### config.mk
export PLATFORM = sky130hd
export DESIGN_NAME = uart_note_sequencer_pwm
export DESIGN_NICKNAME = d
export VERILOG_FILES = /design/src/hw/rtl/uns_pkg.sv /design/src/hw/rtl/uart_note_sequencer_pwm.sv /design/src/hw/rtl/uns_div.sv /design/src/hw/rtl/uns_dp.sv /design/src/hw/rtl/uns_ctrl.sv
export SDC_FILE = /design/constraint.sdc
export NUM_CORES = 2
export LEC_CHECK = 0
export BUFFER_PORTS_ARGS = -buffer_cell sky130_fd_sc_hd__buf_4
export CORE_ASPECT_RATIO = 1.4
export CORE_MARGIN = 4
export CORE_UTILIZATION = 40
export CTS_BUF_LIST = sky130_fd_sc_hd__clkbuf_8
export CTS_CLUSTER_SIZE = 20
export DETAILED_ROUTE_END_ITERATION = 12
export MAX_ROUTING_LAYER = met4
export PLACE_DENSITY = 0.65
export SLEW_MARGIN = 10
export SYNTH_ARGS = -nofsm -noshare
export SYNTH_HDL_FRONTEND = slang
export SYNTH_SLANG_ARGS = --single-unit
### constraint.sdc
create_clock -name clk -period 6.8 [get_ports clk]
set_clock_uncertainty 0.2 [all_clocks]
set_input_delay 0 -clock clk [delete_from_list [all_inputs] [get_ports clk]]
set_output_delay 0 -clock clk [all_outputs]
set_load 0.05 [all_outputs]
### src/hw/rtl/uns_pkg.sv
// ----------------------------------------------------------------------------
// uns_pkg
// Shared widths, register indexes, character codes, note tables and the
// command/status bundles between the sequencer controller and datapath.
// ----------------------------------------------------------------------------
package uns_pkg;

    // Default receive buffer and song store depth
    localparam int BUF_LEN_DEF = 64;

    // Register widths
    localparam int OSC_W   = 26;
    localparam int PRE_W   = 7;
    localparam int TICK_W  = 16;
    localparam int RATIO_W = 8;
    localparam int CFG_W   = OSC_W;
    localparam int CFG_A_W = 2;

    // Field widths
    localparam int CHAR_W     = 8;
    localparam int PERIOD_W   = 8;
    localparam int DUTY_W     = 10;
    localparam int NOTE_POS_W = 6;
    localparam int SONG_LEN_W = 7;
    localparam int OUT_W      = 1 + PERIOD_W + DUTY_W + NOTE_POS_W + SONG_LEN_W;

    // Period divisor: 4 * freq * prescale
    localparam int FREQ_W = 10;
    localparam int DVS_W  = FREQ_W + PRE_W + 2;

    // Register indexes
    localparam logic [CFG_A_W-1:0] REG_OSC_FREQ   = 2'd0;
    localparam logic [CFG_A_W-1:0] REG_PRESCALE   = 2'd1;
    localparam logic [CFG_A_W-1:0] REG_NOTE_TICKS = 2'd2;
    localparam logic [CFG_A_W-1:0] REG_DUTY_RATIO = 2'd3;

    // Register reset values
    localparam logic [OSC_W-1:0]   OSC_RST   = OSC_W'(16000000);
    localparam logic [PRE_W-1:0]   PRE_RST   = PRE_W'(64);
    localparam logic [TICK_W-1:0]  TICKS_RST = TICK_W'(2000);
    localparam logic [RATIO_W-1:0] RATIO_RST = RATIO_W'(128);

    // Input word kinds
    localparam logic ACT_BYTE = 1'b0;
    localparam logic ACT_TICK = 1'b1;

    // Characters
    localparam logic [CHAR_W-1:0] CHAR_NL = 8'h0a;
    localparam logic [CHAR_W-1:0] CHAR_UA = 8'h41;  // 'A'
    localparam logic [CHAR_W-1:0] CHAR_UG = 8'h47;  // 'G'
    localparam logic [CHAR_W-1:0] CHAR_LA = 8'h61;  // 'a'
    localparam logic [CHAR_W-1:0] CHAR_LG = 8'h67;  // 'g'

    // Note frequencies in Hz
    localparam logic [FREQ_W-1:0] FREQ_C  = FREQ_W'(523);
    localparam logic [FREQ_W-1:0] FREQ_CS = FREQ_W'(554);
    localparam logic [FREQ_W-1:0] FREQ_D  = FREQ_W'(587);
    localparam logic [FREQ_W-1:0] FREQ_DS = FREQ_W'(622);
    localparam logic [FREQ_W-1:0] FREQ_E  = FREQ_W'(659);
    localparam logic [FREQ_W-1:0] FREQ_F  = FREQ_W'(698);
    localparam logic [FREQ_W-1:0] FREQ_FS = FREQ_W'(740);
    localparam logic [FREQ_W-1:0] FREQ_G  = FREQ_W'(784);
    localparam logic [FREQ_W-1:0] FREQ_GS = FREQ_W'(831);
    localparam logic [FREQ_W-1:0] FREQ_A  = FREQ_W'(880);
    localparam logic [FREQ_W-1:0] FREQ_AS = FREQ_W'(932);
    localparam logic [FREQ_W-1:0] FREQ_B  = FREQ_W'(988);

    // Controller to datapath commands
    typedef struct packed {
        logic take_item;   // register the accepted word
        logic copy_init;   // start line copy at entry 0
        logic copy_step;   // check one buffer entry
        logic clr_tick;    // restart note length count
        logic silence;     // stop the tone
        logic wrap_pos;    // wrap play position to song length
        logic load_div;    // register period divisor
        logic div_start;   // launch period division
        logic set_period;  // load period from quotient
        logic set_duty;    // load duty, tone on
        logic load_out;    // load result register
    } cmd_t;

    // Datapath to controller status
    typedef struct packed {
        logic boundary;    // accepted word ends a note
        logic line_ready;  // a full line waits
        logic copy_end;    // line copy finishes this cycle
        logic song_empty;  // no notes in the song
        logic freq_zero;   // current entry is no note
        logic div_done;    // quotient ready
    } sts_t;

    // A-G naturals and a-g sharps
    function automatic logic note_letter(input logic [CHAR_W-1:0] c);
        note_letter = ((c >= CHAR_LA) && (c <= CHAR_LG)) ||
                      ((c >= CHAR_UA) && (c <= CHAR_UG));
    endfunction

    function automatic logic [FREQ_W-1:0] note_freq(input logic [CHAR_W-1:0] c);
        case (c)
            8'h41:   note_freq = FREQ_A;   // A
            8'h61:   note_freq = FREQ_AS;  // a
            8'h42:   note_freq = FREQ_B;   // B
            8'h62:   note_freq = FREQ_C;   // b plays as C
            8'h43:   note_freq = FREQ_C;   // C
            8'h63:   note_freq = FREQ_CS;  // c
            8'h44:   note_freq = FREQ_D;   // D
            8'h64:   note_freq = FREQ_DS;  // d
            8'h45:   note_freq = FREQ_E;   // E
            8'h65:   note_freq = FREQ_F;   // e plays as F
            8'h46:   note_freq = FREQ_F;   // F
            8'h66:   note_freq = FREQ_FS;  // f
            8'h47:   note_freq = FREQ_G;   // G
            8'h67:   note_freq = FREQ_GS;  // g
            default: note_freq = '0;
        endcase
    endfunction

endpackage

### src/hw/rtl/uart_note_sequencer_pwm.sv
// ----------------------------------------------------------------------------
// uart_note_sequencer_pwm
// Serial-driven note sequencer producing PWM period and duty settings.
// ----------------------------------------------------------------------------
// One input word is taken at a time and yields one result word. A received
// byte or tick that does not end a note goes straight to the result load,
// which waits while the previous result still occupies the output. A word
// that ends a note first runs the note setup, including the restoring
// division of the oscillator frequency by 4*freq*prescale. When a complete
// line is pending at that point, the line copy first sweeps the receive
// buffer one entry per cycle, stopping at the first entry that is no note
// letter. A new word is accepted as soon as the controller is back in idle,
// even while the previous result still waits on the output.
module uart_note_sequencer_pwm
    import uns_pkg::*;
#(
    parameter int BUF_LEN = BUF_LEN_DEF
)
(
    input  logic               clk,
    input  logic               rst_n,
    // Input words
    input  logic               s_axis_tvalid,
    output logic               s_axis_tready,
    input  logic [CHAR_W-1:0]  s_axis_tdata,   // [7:0] rx_byte
    input  logic               s_axis_tuser,   // [0] action
    // Result words
    output logic               m_axis_tvalid,
    input  logic               m_axis_tready,
    output logic [OUT_W-1:0]   m_axis_tdata,   // [0] pwm_enable, [8:1] period_value,
                                               // [18:9] duty_value,
                                               // [24:19] note_position,
                                               // [31:25] song_length
    // Configuration
    input  logic               cfg_we,
    input  logic [CFG_A_W-1:0] cfg_addr,
    input  logic [CFG_W-1:0]   cfg_wdata
);

    cmd_t cmd;
    sts_t sts;

    uns_ctrl u_ctrl (
        .clk           (clk),
        .rst_n         (rst_n),
        .s_axis_tvalid (s_axis_tvalid),
        .s_axis_tready (s_axis_tready),
        .m_axis_tvalid (m_axis_tvalid),
        .m_axis_tready (m_axis_tready),
        .sts           (sts),
        .cmd           (cmd)
    );

    uns_dp #(
        .BUF_LEN (BUF_LEN)
    ) u_dp (
        .clk       (clk),
        .rst_n     (rst_n),
        .cmd       (cmd),
        .sts       (sts),
        .cfg_we    (cfg_we),
        .cfg_addr  (cfg_addr),
        .cfg_wdata (cfg_wdata),
        .action    (s_axis_tuser),
        .rx_byte   (s_axis_tdata),
        .out_word  (m_axis_tdata)
    );

endmodule

### src/hw/rtl/uns_div.sv
// ----------------------------------------------------------------------------
// uns_div
// Restoring divider, one quotient bit per cycle.
// ----------------------------------------------------------------------------
module uns_div
    import uns_pkg::*;
#(
    parameter int DVD_W = OSC_W,
    parameter int DIV_W = DVS_W
)
(
    input  logic             clk,
    input  logic             rst_n,
    input  logic             start,
    input  logic [DVD_W-1:0] dividend,
    input  logic [DIV_W-1:0] divisor,    // held stable while busy
    output logic [DVD_W-1:0] quotient,
    output logic             done
);

    localparam int CNT_W = (DVD_W > 1) ? $clog2(DVD_W) : 1;

    logic [DVD_W-1:0] quo_reg;
    logic [DIV_W-1:0] rem_reg;
    logic [CNT_W-1:0] cnt_reg;
    logic             busy_reg;
    logic             done_reg;

    logic [DIV_W:0]   rem_sh;
    logic             fits;

    // Trial subtract
    always_comb
    begin
        rem_sh = {rem_reg, quo_reg[DVD_W-1]};
        fits   = rem_sh >= {1'b0, divisor};
    end

    // Control
    always_ff @(posedge clk or negedge rst_n)
    begin
        if (!rst_n)
        begin
            busy_reg <= 1'b0;
            done_reg <= 1'b0;
            cnt_reg  <= '0;
        end
        else
        begin
            done_reg <= 1'b0;
            if (start)
            begin
                busy_reg <= 1'b1;
                cnt_reg  <= CNT_W'(DVD_W - 1);
            end
            else if (busy_reg)
            begin
                if (cnt_reg == '0)
                begin
                    busy_reg <= 1'b0;
                    done_reg <= 1'b1;
                end
                else
                begin
                    cnt_reg <= cnt_reg - CNT_W'(1);
                end
            end
        end
    end

    // Shift and subtract
    always_ff @(posedge clk)
    begin
        if (start)
        begin
            quo_reg <= dividend;
            rem_reg <= '0;
        end
        else if (busy_reg)
        begin
            quo_reg <= {quo_reg[DVD_W-2:0], fits};
            if (fits)
            begin
                rem_reg <= DIV_W'(rem_sh - {1'b0, divisor});
            end
            else
            begin
                rem_reg <= rem_sh[DIV_W-1:0];
            end
        end
    end

    assign quotient = quo_reg;
    assign done     = done_reg;

endmodule

### src/hw/rtl/uns_dp.sv
// ----------------------------------------------------------------------------
// uns_dp
// Sequencer datapath: receive buffer, song store, play state, config
// registers, period divisor and duty arithmetic, result register.
// ----------------------------------------------------------------------------
module uns_dp
    import uns_pkg::*;
#(
    parameter int BUF_LEN = BUF_LEN_DEF
)
(
    input  logic               clk,
    input  logic               rst_n,
    input  cmd_t               cmd,
    output sts_t               sts,
    input  logic               cfg_we,
    input  logic [CFG_A_W-1:0] cfg_addr,
    input  logic [CFG_W-1:0]   cfg_wdata,
    input  logic               action,
    input  logic [CHAR_W-1:0]  rx_byte,
    output logic [OUT_W-1:0]   out_word
);

    localparam int IDX_W = (BUF_LEN > 1) ? $clog2(BUF_LEN) : 1;
    localparam int CNT_W = $clog2(BUF_LEN + 1);

    // Config registers
    logic [OSC_W-1:0]   osc_reg;
    logic [PRE_W-1:0]   pre_reg;
    logic [TICK_W-1:0]  ticks_reg;
    logic [RATIO_W-1:0] ratio_reg;

    // Play state
    logic [CNT_W-1:0]    rx_pos_reg;
    logic                line_ready_reg;
    logic [BUF_LEN-1:0]  rx_valid_reg;
    logic [CNT_W-1:0]    song_count_reg;
    logic [IDX_W-1:0]    play_pos_reg;
    logic [TICK_W-1:0]   tick_reg;
    logic                pwm_on_reg;
    logic [PERIOD_W-1:0] period_reg;
    logic [DUTY_W-1:0]   duty_reg;
    logic [CNT_W-1:0]    copy_cnt_reg;
    logic [DVS_W-1:0]    div_reg;
    logic [OUT_W-1:0]    out_reg;

    // Memories
    logic [CHAR_W-1:0] rx_mem [BUF_LEN];
    logic [CHAR_W-1:0] song_mem [BUF_LEN];
    logic [CHAR_W-1:0] rx_rd_reg;
    logic              rx_rd_valid_reg;
    logic [CHAR_W-1:0] song_rd_reg;

    logic                  pos_wrap;
    logic [IDX_W-1:0]      wr_idx;
    logic                  line_ready_new;
    logic [TICK_W-1:0]     tick_next;
    logic                  tick_end;
    logic [CNT_W-1:0]      pp_inc;
    logic [IDX_W-1:0]      pp_next;
    logic [CHAR_W-1:0]     rx_char;
    logic                  letter;
    logic                  last;
    logic [CNT_W-1:0]      cnt_inc;
    logic [IDX_W-1:0]      rd_addr;
    logic                  finish;
    logic [FREQ_W-1:0]     freq;
    logic [PRE_W-1:0]      pre_eff;
    logic [FREQ_W+PRE_W-1:0] prod;
    logic [OSC_W-1:0]      quotient;
    logic                  div_done;
    logic [RATIO_W+PERIOD_W:0] duty_prod;

    uns_div #(
        .DVD_W (OSC_W),
        .DIV_W (DVS_W)
    ) u_div (
        .clk      (clk),
        .rst_n    (rst_n),
        .start    (cmd.div_start),
        .dividend (osc_reg),
        .divisor  (div_reg),
        .quotient (quotient),
        .done     (div_done)
    );

    // Word intake decode
    always_comb
    begin
        pos_wrap       = rx_pos_reg >= CNT_W'(BUF_LEN);
        wr_idx         = pos_wrap ? '0 : rx_pos_reg[IDX_W-1:0];
        line_ready_new = line_ready_reg | (rx_byte == CHAR_NL);
        tick_next      = tick_reg + TICK_W'(1);
        tick_end       = tick_next >= ticks_reg;
        pp_inc         = CNT_W'(play_pos_reg) + CNT_W'(1);
        pp_next        = (pp_inc >= song_count_reg) ? '0 : pp_inc[IDX_W-1:0];
    end

    // Line copy decode
    always_comb
    begin
        rx_char = rx_rd_valid_reg ? rx_rd_reg : '0;
        letter  = note_letter(rx_char);
        last    = copy_cnt_reg == CNT_W'(BUF_LEN - 1);
        cnt_inc = copy_cnt_reg + CNT_W'(1);
        finish  = cmd.copy_step && (!letter || last);
        if (cmd.copy_step && (cnt_inc < CNT_W'(BUF_LEN)))
        begin
            rd_addr = cnt_inc[IDX_W-1:0];
        end
        else
        begin
            rd_addr = '0;
        end
    end

    // Period and duty arithmetic
    always_comb
    begin
        freq      = note_freq(song_rd_reg);
        pre_eff   = (pre_reg == '0) ? PRE_W'(1) : pre_reg;
        prod      = freq * pre_eff;
        duty_prod = ratio_reg * ({1'b0, period_reg} + (PERIOD_W + 1)'(1));
    end

    // Status
    always_comb
    begin
        sts.boundary   = (action == ACT_BYTE) ?
                         (line_ready_new && (song_count_reg == '0)) :
                         ((song_count_reg != '0) && tick_end);
        sts.line_ready = line_ready_reg;
        sts.copy_end   = !letter || last;
        sts.song_empty = song_count_reg == '0;
        sts.freq_zero  = freq == '0;
        sts.div_done   = div_done;
    end

    // Config writes
    always_ff @(posedge clk or negedge rst_n)
    begin
        if (!rst_n)
        begin
            osc_reg   <= OSC_RST;
            pre_reg   <= PRE_RST;
            ticks_reg <= TICKS_RST;
            ratio_reg <= RATIO_RST;
        end
        else if (cfg_we)
        begin
            case (cfg_addr)
                REG_OSC_FREQ:   osc_reg   <= cfg_wdata[OSC_W-1:0];
                REG_PRESCALE:   pre_reg   <= cfg_wdata[PRE_W-1:0];
                REG_NOTE_TICKS: ticks_reg <= cfg_wdata[TICK_W-1:0];
                REG_DUTY_RATIO: ratio_reg <= cfg_wdata[RATIO_W-1:0];
                default:        ;
            endcase
        end
    end

    // Play state
    always_ff @(posedge clk or negedge rst_n)
    begin
        if (!rst_n)
        begin
            rx_pos_reg     <= '0;
            line_ready_reg <= 1'b0;
            rx_valid_reg   <= '0;
            song_count_reg <= '0;
            play_pos_reg   <= '0;
            tick_reg       <= '0;
            pwm_on_reg     <= 1'b0;
            period_reg     <= '0;
            duty_reg       <= '0;
            copy_cnt_reg   <= '0;
        end
        else
        begin
            if (cmd.take_item)
            begin
                if (action == ACT_BYTE)
                begin
                    rx_valid_reg[wr_idx] <= 1'b1;
                    rx_pos_reg           <= CNT_W'(wr_idx) + CNT_W'(1);
                    line_ready_reg       <= line_ready_new;
                end
                else if (song_count_reg != '0)
                begin
                    tick_reg <= tick_next;
                    if (tick_end)
                    begin
                        play_pos_reg <= pp_next;
                    end
                end
            end
            if (cmd.copy_init)
            begin
                copy_cnt_reg <= '0;
            end
            if (cmd.copy_step && letter && !last)
            begin
                copy_cnt_reg <= cnt_inc;
            end
            // Line taken: song length fixed, buffer cleared, play from start
            if (finish)
            begin
                song_count_reg <= letter ? cnt_inc : copy_cnt_reg;
                rx_valid_reg   <= '0;
                rx_pos_reg     <= '0;
                play_pos_reg   <= '0;
                line_ready_reg <= 1'b0;
            end
            if (cmd.clr_tick)
            begin
                tick_reg <= '0;
            end
            if (cmd.wrap_pos && (CNT_W'(play_pos_reg) >= song_count_reg))
            begin
                play_pos_reg <= '0;
            end
            if (cmd.silence)
            begin
                pwm_on_reg <= 1'b0;
            end
            if (cmd.set_period)
            begin
                period_reg <= quotient[PERIOD_W-1:0] - PERIOD_W'(1);
            end
            if (cmd.set_duty)
            begin
                duty_reg   <= duty_prod[RATIO_W+PERIOD_W-1 -: DUTY_W];
                pwm_on_reg <= 1'b1;
            end
        end
    end

    // Divisor and result words
    always_ff @(posedge clk)
    begin
        if (cmd.load_div)
        begin
            div_reg <= {prod, 2'b00};
        end
        if (cmd.load_out)
        begin
            out_reg <= {SONG_LEN_W'(song_count_reg),
                        NOTE_POS_W'(play_pos_reg),
                        pwm_on_reg ? duty_reg : DUTY_W'(0),
                        pwm_on_reg ? period_reg : PERIOD_W'(0),
                        pwm_on_reg};
        end
    end

    // Receive buffer
    always_ff @(posedge clk)
    begin
        if (cmd.take_item && (action == ACT_BYTE))
        begin
            rx_mem[wr_idx] <= rx_byte;
        end
        rx_rd_reg       <= rx_mem[rd_addr];
        rx_rd_valid_reg <= rx_valid_reg[rd_addr];
    end

    // Song store
    always_ff @(posedge clk)
    begin
        if (cmd.copy_step && letter)
        begin
            song_mem[copy_cnt_reg[IDX_W-1:0]] <= rx_char;
        end
        song_rd_reg <= song_mem[play_pos_reg];
    end

    assign out_word = out_reg;

    // Buffer write pointer never runs past the end
    a_rx_pos: assert property (@(posedge clk) disable iff (!rst_n)
        rx_pos_reg <= CNT_W'(BUF_LEN))
        else $error("receive position beyond buffer");

    // Copy sweep stays inside the buffer
    a_copy_cnt: assert property (@(posedge clk) disable iff (!rst_n)
        cmd.copy_step |-> (copy_cnt_reg < CNT_W'(BUF_LEN)))
        else $error("copy sweep beyond buffer");

    // A tone starts only on a note inside the song
    a_tone_pos: assert property (@(posedge clk) disable iff (!rst_n)
        $rose(pwm_on_reg) |-> (CNT_W'(play_pos_reg) < song_count_reg))
        else $error("tone started outside the song");

endmodule

### src/hw/rtl/uns_ctrl.sv
// ----------------------------------------------------------------------------
// uns_ctrl
// Sequencer controller: takes one word at a time, runs the line copy and the
// note setup on a boundary, and hands the result to the output register.
// ----------------------------------------------------------------------------
module uns_ctrl
    import uns_pkg::*;
(
    input  logic clk,
    input  logic rst_n,
    input  logic s_axis_tvalid,
    output logic s_axis_tready,
    output logic m_axis_tvalid,
    input  logic m_axis_tready,
    input  sts_t sts,
    output cmd_t cmd
);

    localparam logic [3:0] S_IDLE   = 4'd0;
    localparam logic [3:0] S_BOUND  = 4'd1;
    localparam logic [3:0] S_CPY0   = 4'd2;
    localparam logic [3:0] S_COPY   = 4'd3;
    localparam logic [3:0] S_CHECK  = 4'd4;
    localparam logic [3:0] S_SREAD  = 4'd5;
    localparam logic [3:0] S_FREQ   = 4'd6;
    localparam logic [3:0] S_DIVGO  = 4'd7;
    localparam logic [3:0] S_DIVW   = 4'd8;
    localparam logic [3:0] S_PERIOD = 4'd9;
    localparam logic [3:0] S_DUTY   = 4'd10;
    localparam logic [3:0] S_OUT    = 4'd11;

    logic [3:0] state_reg;
    logic [3:0] state_next;
    logic       m_tvalid_reg;
    logic       m_tvalid_next;

    // Next state and commands
    always_comb
    begin
        state_next = state_reg;
        cmd        = '0;
        case (state_reg)
            S_IDLE:
            begin
                if (s_axis_tvalid)
                begin
                    cmd.take_item = 1'b1;
                    state_next    = sts.boundary ? S_BOUND : S_OUT;
                end
            end
            S_BOUND:
            begin
                cmd.clr_tick = 1'b1;
                state_next   = sts.line_ready ? S_CPY0 : S_CHECK;
            end
            S_CPY0:
            begin
                cmd.copy_init = 1'b1;
                state_next    = S_COPY;
            end
            S_COPY:
            begin
                cmd.copy_step = 1'b1;
                if (sts.copy_end)
                begin
                    state_next = S_CHECK;
                end
            end
            S_CHECK:
            begin
                if (sts.song_empty)
                begin
                    cmd.silence = 1'b1;
                    state_next  = S_OUT;
                end
                else
                begin
                    cmd.wrap_pos = 1'b1;
                    state_next   = S_SREAD;
                end
            end
            S_SREAD:
            begin
                state_next = S_FREQ;
            end
            S_FREQ:
            begin
                if (sts.freq_zero)
                begin
                    cmd.silence = 1'b1;
                    state_next  = S_OUT;
                end
                else
                begin
                    cmd.load_div = 1'b1;
                    state_next   = S_DIVGO;
                end
            end
            S_DIVGO:
            begin
                cmd.div_start = 1'b1;
                state_next    = S_DIVW;
            end
            S_DIVW:
            begin
                if (sts.div_done)
                begin
                    state_next = S_PERIOD;
                end
            end
            S_PERIOD:
            begin
                cmd.set_period = 1'b1;
                state_next     = S_DUTY;
            end
            S_DUTY:
            begin
                cmd.set_duty = 1'b1;
                state_next   = S_OUT;
            end
            S_OUT:
            begin
                if (!m_tvalid_reg || m_axis_tready)
                begin
                    cmd.load_out = 1'b1;
                    state_next   = S_IDLE;
                end
            end
            default:
            begin
                state_next = S_IDLE;
            end
        endcase
    end

    // Result word valid
    always_comb
    begin
        if (cmd.load_out)
        begin
            m_tvalid_next = 1'b1;
        end
        else if (m_axis_tready)
        begin
            m_tvalid_next = 1'b0;
        end
        else
        begin
            m_tvalid_next = m_tvalid_reg;
        end
    end

    always_ff @(posedge clk or negedge rst_n)
    begin
        if (!rst_n)
        begin
            state_reg    <= S_IDLE;
            m_tvalid_reg <= 1'b0;
        end
        else
        begin
            state_reg    <= state_next;
            m_tvalid_reg <= m_tvalid_next;
        end
    end

    assign s_axis_tready = state_reg == S_IDLE;
    assign m_axis_tvalid = m_tvalid_reg;

    // Quotient arrives only while the controller waits for it
    a_div_wait: assert property (@(posedge clk) disable iff (!rst_n)
        sts.div_done |-> (state_reg == S_DIVW))
        else $error("quotient outside divide wait");

    // An accepted word always leaves idle for processing
    a_busy: assert property (@(posedge clk) disable iff (!rst_n)
        (s_axis_tvalid && s_axis_tready) |=> (state_reg != S_IDLE))
        else $error("accepted word not processed");

    // Copy runs only when a line was pending at the boundary
    a_copy_src: assert property (@(posedge clk) disable iff (!rst_n)
        (state_reg == S_CPY0) |-> $past(state_reg == S_BOUND && sts.line_ready))
        else $error("line copy without pending line");

endmodule
[After elaboration in Yosys (flattened, before gate mapping)]
Memories as Yosys holds them, arrays and structs flattened. A register that Yosys moved wholly into a read port is not among the register bits.
Cells that the tools add are included.
Widths: inputs -> output; s select.
Storage, ports and cells
  output and inout bits: 34
  register bits after elaboration: 291
  memories kept: 2
  bits of input ports: 42
  word-level logic and storage cells: 215
  RAM bits: 1024
Operators by class
  multiplexer cells: 79
  multipliers: 2
  bitwise gates (word level): 3
  equality and inequality tests: 36
  add/sub/neg operators: 8
  $lt $le $gt $ge: 13
  reductions and logical operators: 47
Memories
  u_dp.rx_mem: depth 64, bits a word 8, read ports 1, clocked after Yosys merged registers in 1, write ports 1, RTL line uns_dp.sv:48  | logic [CHAR_W-1:0] rx_mem [BUF_LEN];
  u_dp.song_mem: depth 64, bits a word 8, read ports 1, clocked after Yosys merged registers in 1, write ports 1, RTL line uns_dp.sv:49  | logic [CHAR_W-1:0] song_mem [BUF_LEN];
Operator list (number)
  $mux 64: 3
  $pmux 10 s12: 1
  $eq 8x7->1 const B: 14
  $mux 16: 4
  $or 64x64->64: 1
  $mux 6: 9
  $mux 26: 2
  $mux 7: 7
  $pmux 4 s12: 1
  $mux 1: 36
  $mux 4: 7
  $ge 20x19->1: 1
  $mux 19: 1
  $sub 19x19->19: 1
  $mul 10x7->17: 1
  $mul 8x17->16: 1
  $add 16x1->16 const B: 1
  $eq 4x3->1 const B: 4
  $eq 4x4->1 const B: 4
  $ge 16x16->1: 1
  $ge 8x7->1 const B: 2
  $le 8x7->1 const B: 2
  $reduce_bool 2->1: 8
  $mux 5: 3
  other kinds (40): 73

[Logic depth before layout (Yosys ltp)]
  word-level depth: 10
  gate-level depth with buffers: 24

[Hierarchy]
A second synthesis with hierarchy kept.
Unflattened totals
  cells, all modules: 4059
  area, all modules: 59074.2 sq um
By module, submodules not included
  uns_dp: seq. area each 37184.4 sq um, cells an instance 3645, times used 1, area an instance 55205.4 sq um
  uns_div: seq. area each 1336.3 sq um, cells an instance 351, times used 1, area an instance 3364.5 sq um
  uns_ctrl: seq. area each 125.1 sq um, cells an instance 63, times used 1, area an instance 504.2 sq um

[Worst setup path before layout]
Ideal clock, no wire load.
  path kind: reg-to-reg
  start point: register u_dp.song_rd_reg[3] (read register of u_dp.song_mem)
  end point: register u_dp.div_reg[18] (data pin)
  library setup time: 0.260 ns
  clock period less this slack: 5.694 ns
  path buffers: 1
  setup slack: 1.106 ns
  data arrival time: 5.234 ns
  data required time: 6.340 ns
  cell stages (with the launch flop): 20
  cell sequence: dfxtp_1 -> nor4b_1 -> o31a_1 -> clkbuf_1 -> nand2_1 -> or2_2 -> fa_1 -> fa_1 -> inv_1 -> fa_1 -> inv_1 -> fa_1 -> inv_1 -> ha_1 -> a2111oi_0 -> o31ai_1 -> nor4_1 -> o41ai_1 -> a21oi_1 -> xnor2_1
On the way
  word-level cells in the longest chain between the ends: 4
RTL lines
  start: declaration: RTL line uns_dp.sv:52  | logic [CHAR_W-1:0] song_rd_reg;
  $eq 8x7->1: RTL line uns_pkg.sv:100  | case (c)
  $reduce_or 2->1 (no line)
  $pmux 10 s12 *: RTL line uns_pkg.sv:100
  $mul 10x7->17 *: RTL line uns_dp.sv:122  | prod = freq * pre_eff;
  via u_dp.prod[16]: RTL line uns_dp.sv:69  | logic [FREQ_W+PRE_W-1:0] prod;
  end signal: assignment: RTL line uns_dp.sv:242  | div_reg <= {prod, 2'b00};
  end: declaration: RTL line uns_dp.sv:44  | logic [DVS_W-1:0] div_reg;
Mark *: on every way through the listed nets, which the timed path passes. The rest lies on a longest branch.
A chain may end at the register's enable or synchronous reset.

[Final worst setup path]
Ends and elaborated chain as after synthesis.

==> impl_metrics.yaml <==
run_status:
  status: "complete, no violations"
floorplanning:
  ioPinCount: 76
  core_um2: 146000
  die_y_um: 462
  initial_core_util: 0.402
  rows: 166
  floorplan.die_area_um2: 153000
  die_w_um: 332
global_route:
  gr-usage-all-layers: 0.189
  groute.layer.met1.usage: 0.223
  grt_busiest_layer: "met2"
  grt_pass1_wl_um: 217000
  grt.overflow.total: 0
  grt_start_max_net_pins: 111
  grt_util_met2: 0.327
  grtUsageMet3: 0.0288
  grt_pass1_vias: 35700
  antenna_found_initial: 3
sta:
  totalNegativeSetupSlack_ns: 0
  finalHoldViolCount: 0
  max_freq_mhz: 163
  max-slew-margin-rel: 0.148
  layout_worst_path_cycle_share: 0.900
  setup_viol_count_final: 0
  timing_worst_slew_pin_value_ns: 1.28
  final-max-slew-violation-count: 0
  post_layout_minimum_cycle_time_ns: 6.12
  fin_worst_hold_slack_ns: 0.0812
  unrepaired_setup_endpoints_after_global_routing: "no"
drt:
  via_count: 35500
  final_routed_wirelength_um: 143000
  route.detailed.vias_per_inst: 5.49
  ant_nets: 0
  detailedRoute.firstPassIterationCount: 8
  route.detailed.drc: 0
  drt_iter0_drc: 3366
  wl_per_cell_um: 22.1
setup_path:
  worstPathMaxFanout: 13
  critical_path.startpoint_type: "flip-flop"
  critical_path_required_ns: 7.26
  cp.arrival_ns: 6.59
  timing.setup.critical_path_class: "reg2reg"
  cp-end-kind: "flip-flop"
synthesis:
  synth_largest_area_cell: "edfxtp_1"
  post-synth-top-count-cell: "edfxtp_1"
  synthDistinctLibCells: 78
  avgSynthCellArea_um2: 14.2
  postSynthCellCount: 4153
  netlist.area_leader.share: 0.561
  synth_warnings: 0
  synth-seq-cells: 1331
  yosys-top-cells-area: "edfxtp_1 (56%), dfrtp_1 (7.7%), mux4_2 (6.4%)"
  syn-num-nets: 4396
  synthesized_area_um2: 58800
  post_synth_edffs: 1099
  ys_seq_area_frac: 0.657
  post_synthesis_async_set_or_reset_flop_share: 0.147
  synth.cells.most_frequent: "edfxtp_1 (1099), nor2_1 (466), nand2_1 (376)"
  synthFlopType: "edfxtp_1"
finish:
  layout.filler_cells: 12900
  syn_to_final_growth_pct: 12.6
  num-nets-final: 4601
  post_route_cells_drive_above_1_share: 0.149
  post_route_utilization: 0.453
  postLayoutCellArea_um2: 66200
clocking:
  clkSlewWorstSetupHoldPaths_ns: 0.07
  clock-root-buffer: "clkbuf_8"
  clock_path_buffers: 3
  cts-resized-gates: 0
  cts_sinks: 1331
  latest_clock_arrival_within_the_worst_skew_pair_ns: 0.92
  cts_bufs_inserted: 195
  clock_tree_from_tritoncts: "done"
  cts.htree.levels: 4
power:
  peakVddDrop_v: 0.000381
  power.leakage_uw: 0.0235
  power_per_cell_area_nw_per_um2: 315
placed_design:
  detailedPlacementHpwl_um: 88800
  io_buffers: 75
  gp_congestion: 0.849
  placedInstanceArea_um2: 61200
min_path:
  worstHoldPathType: "in2reg"
run:
  drv.max_cap_violation_count: 0
## placed cells by master, fill, tap and decap left out, types with 36 or more instances in the layout
cell type / n
a21oi_1: 70
a31oi_1: 42
a32oi_1: 38
and2_1: 56
buf_4: 118
clkbuf_8: 207
dfrtp_1: 176
dfxtp_1: 36
dlygate4sd3_1: 100
edfxtp_1: 1099
fa_1: 80
ha_1: 121
inv_1: 232
mux2_2: 57
mux2i_1: 92
mux4_2: 168
nand2_1: 376
nand2b_1: 39
nand3_1: 90
nor2_1: 465
nor3_1: 126
o21ai_0: 180
o22ai_1: 52
xnor2_1: 46
## path summary, 6_finish.rpt
kind                                startpoint                   end  slack (ns)  depth (start not counted)
hold reg to reg               u_dp.duty_reg[3]      u_dp.duty_reg[3]        0.28                          2
hold / removal                 s_axis_tdata[5]    u_dp.rx_mem[33][5]        0.08                          2
min in group asynchronous                rst_n       u_dp.osc_reg[1]        0.14                          4
max in group asynchronous                rst_n  u_dp.rx_valid_reg[5]        5.55                          4
setup / recovery           u_dp.song_rd_reg[3]      u_dp.div_reg[18]        0.68                         19
setup reg to reg           u_dp.song_rd_reg[3]      u_dp.div_reg[18]        0.68                         19
## power by group
group | switching [uW] | internal (uW)
sequential | 340 | 9480
combinational | 3010 | 1740
clock | 3130 | 3150
## cell families after synthesis
family                   share of synthesized area
flip-flops                                   0.657
AND/OR/NAND/NOR                              0.100
AO/OA/AOI/OAI                               0.0581
buffers and inverters                       0.0279
multiplexers                                0.0909
adder cells (fa/ha/maj)                     0.0530
XOR/XNOR                                    0.0121
## metal layers
metal	vias to the layer above	share of wire
li1	15900	-
met1	18000	0.38
met2	1305	0.52
met3	306	0.059
met4	0	0.038
met5	-	0
## worst max-delay path, stage by stage, from the launching register on
cell       delay (ns)
dfxtp_1          0.31
nor4b_2          0.26
buf_4            0.21
o31a_1           0.30
nand2_1          0.26
or2_2            0.38
fa_1             0.50
fa_1             0.49
inv_1            0.05
fa_1             0.47
inv_1            0.05
fa_1             0.47
inv_1            0.04
ha_1             0.34
a2111oi_0        0.62
o31ai_1          0.23
nor4_1           0.29
o41ai_1          0.13
a21oi_1          0.19
xnor2_1          0.08
## per-stage QoR
step | setup WS, ns | power, uW | cells
3_5_place_dp | 0.720 | 14700 | 5989
3_3_place_gp | 0.633 | 14500 | 5989
6_report | 0.678 | 20900 | 6463
4_1_cts | 0.700 | 21000 | 6458
2_1_floorplan | 1.11 | 13200 | 4153
5_1_grt | 0.199 | 22000 | 6461
## layout make-up
type,count,area (um2),area share
multi-input combinational,2444,18600,0.281
antenna,5,12.5,0.000189
inverter,158,594,0.00898
clock inverter,158,968,0.0146
clock buffer,207,2850,0.0431
tap,1932,2420,0.0365
sequential,1331,38700,0.584
timing repair buffer,228,2090,0.0316
## what timing repair did
action                                 4_1_cts  5_1_grt
setup buffers                                0        0
hold buffers                               104        0
endpoints found under the hold margin      909        0
No activity file was read; power rests on OpenSTA's default activity.
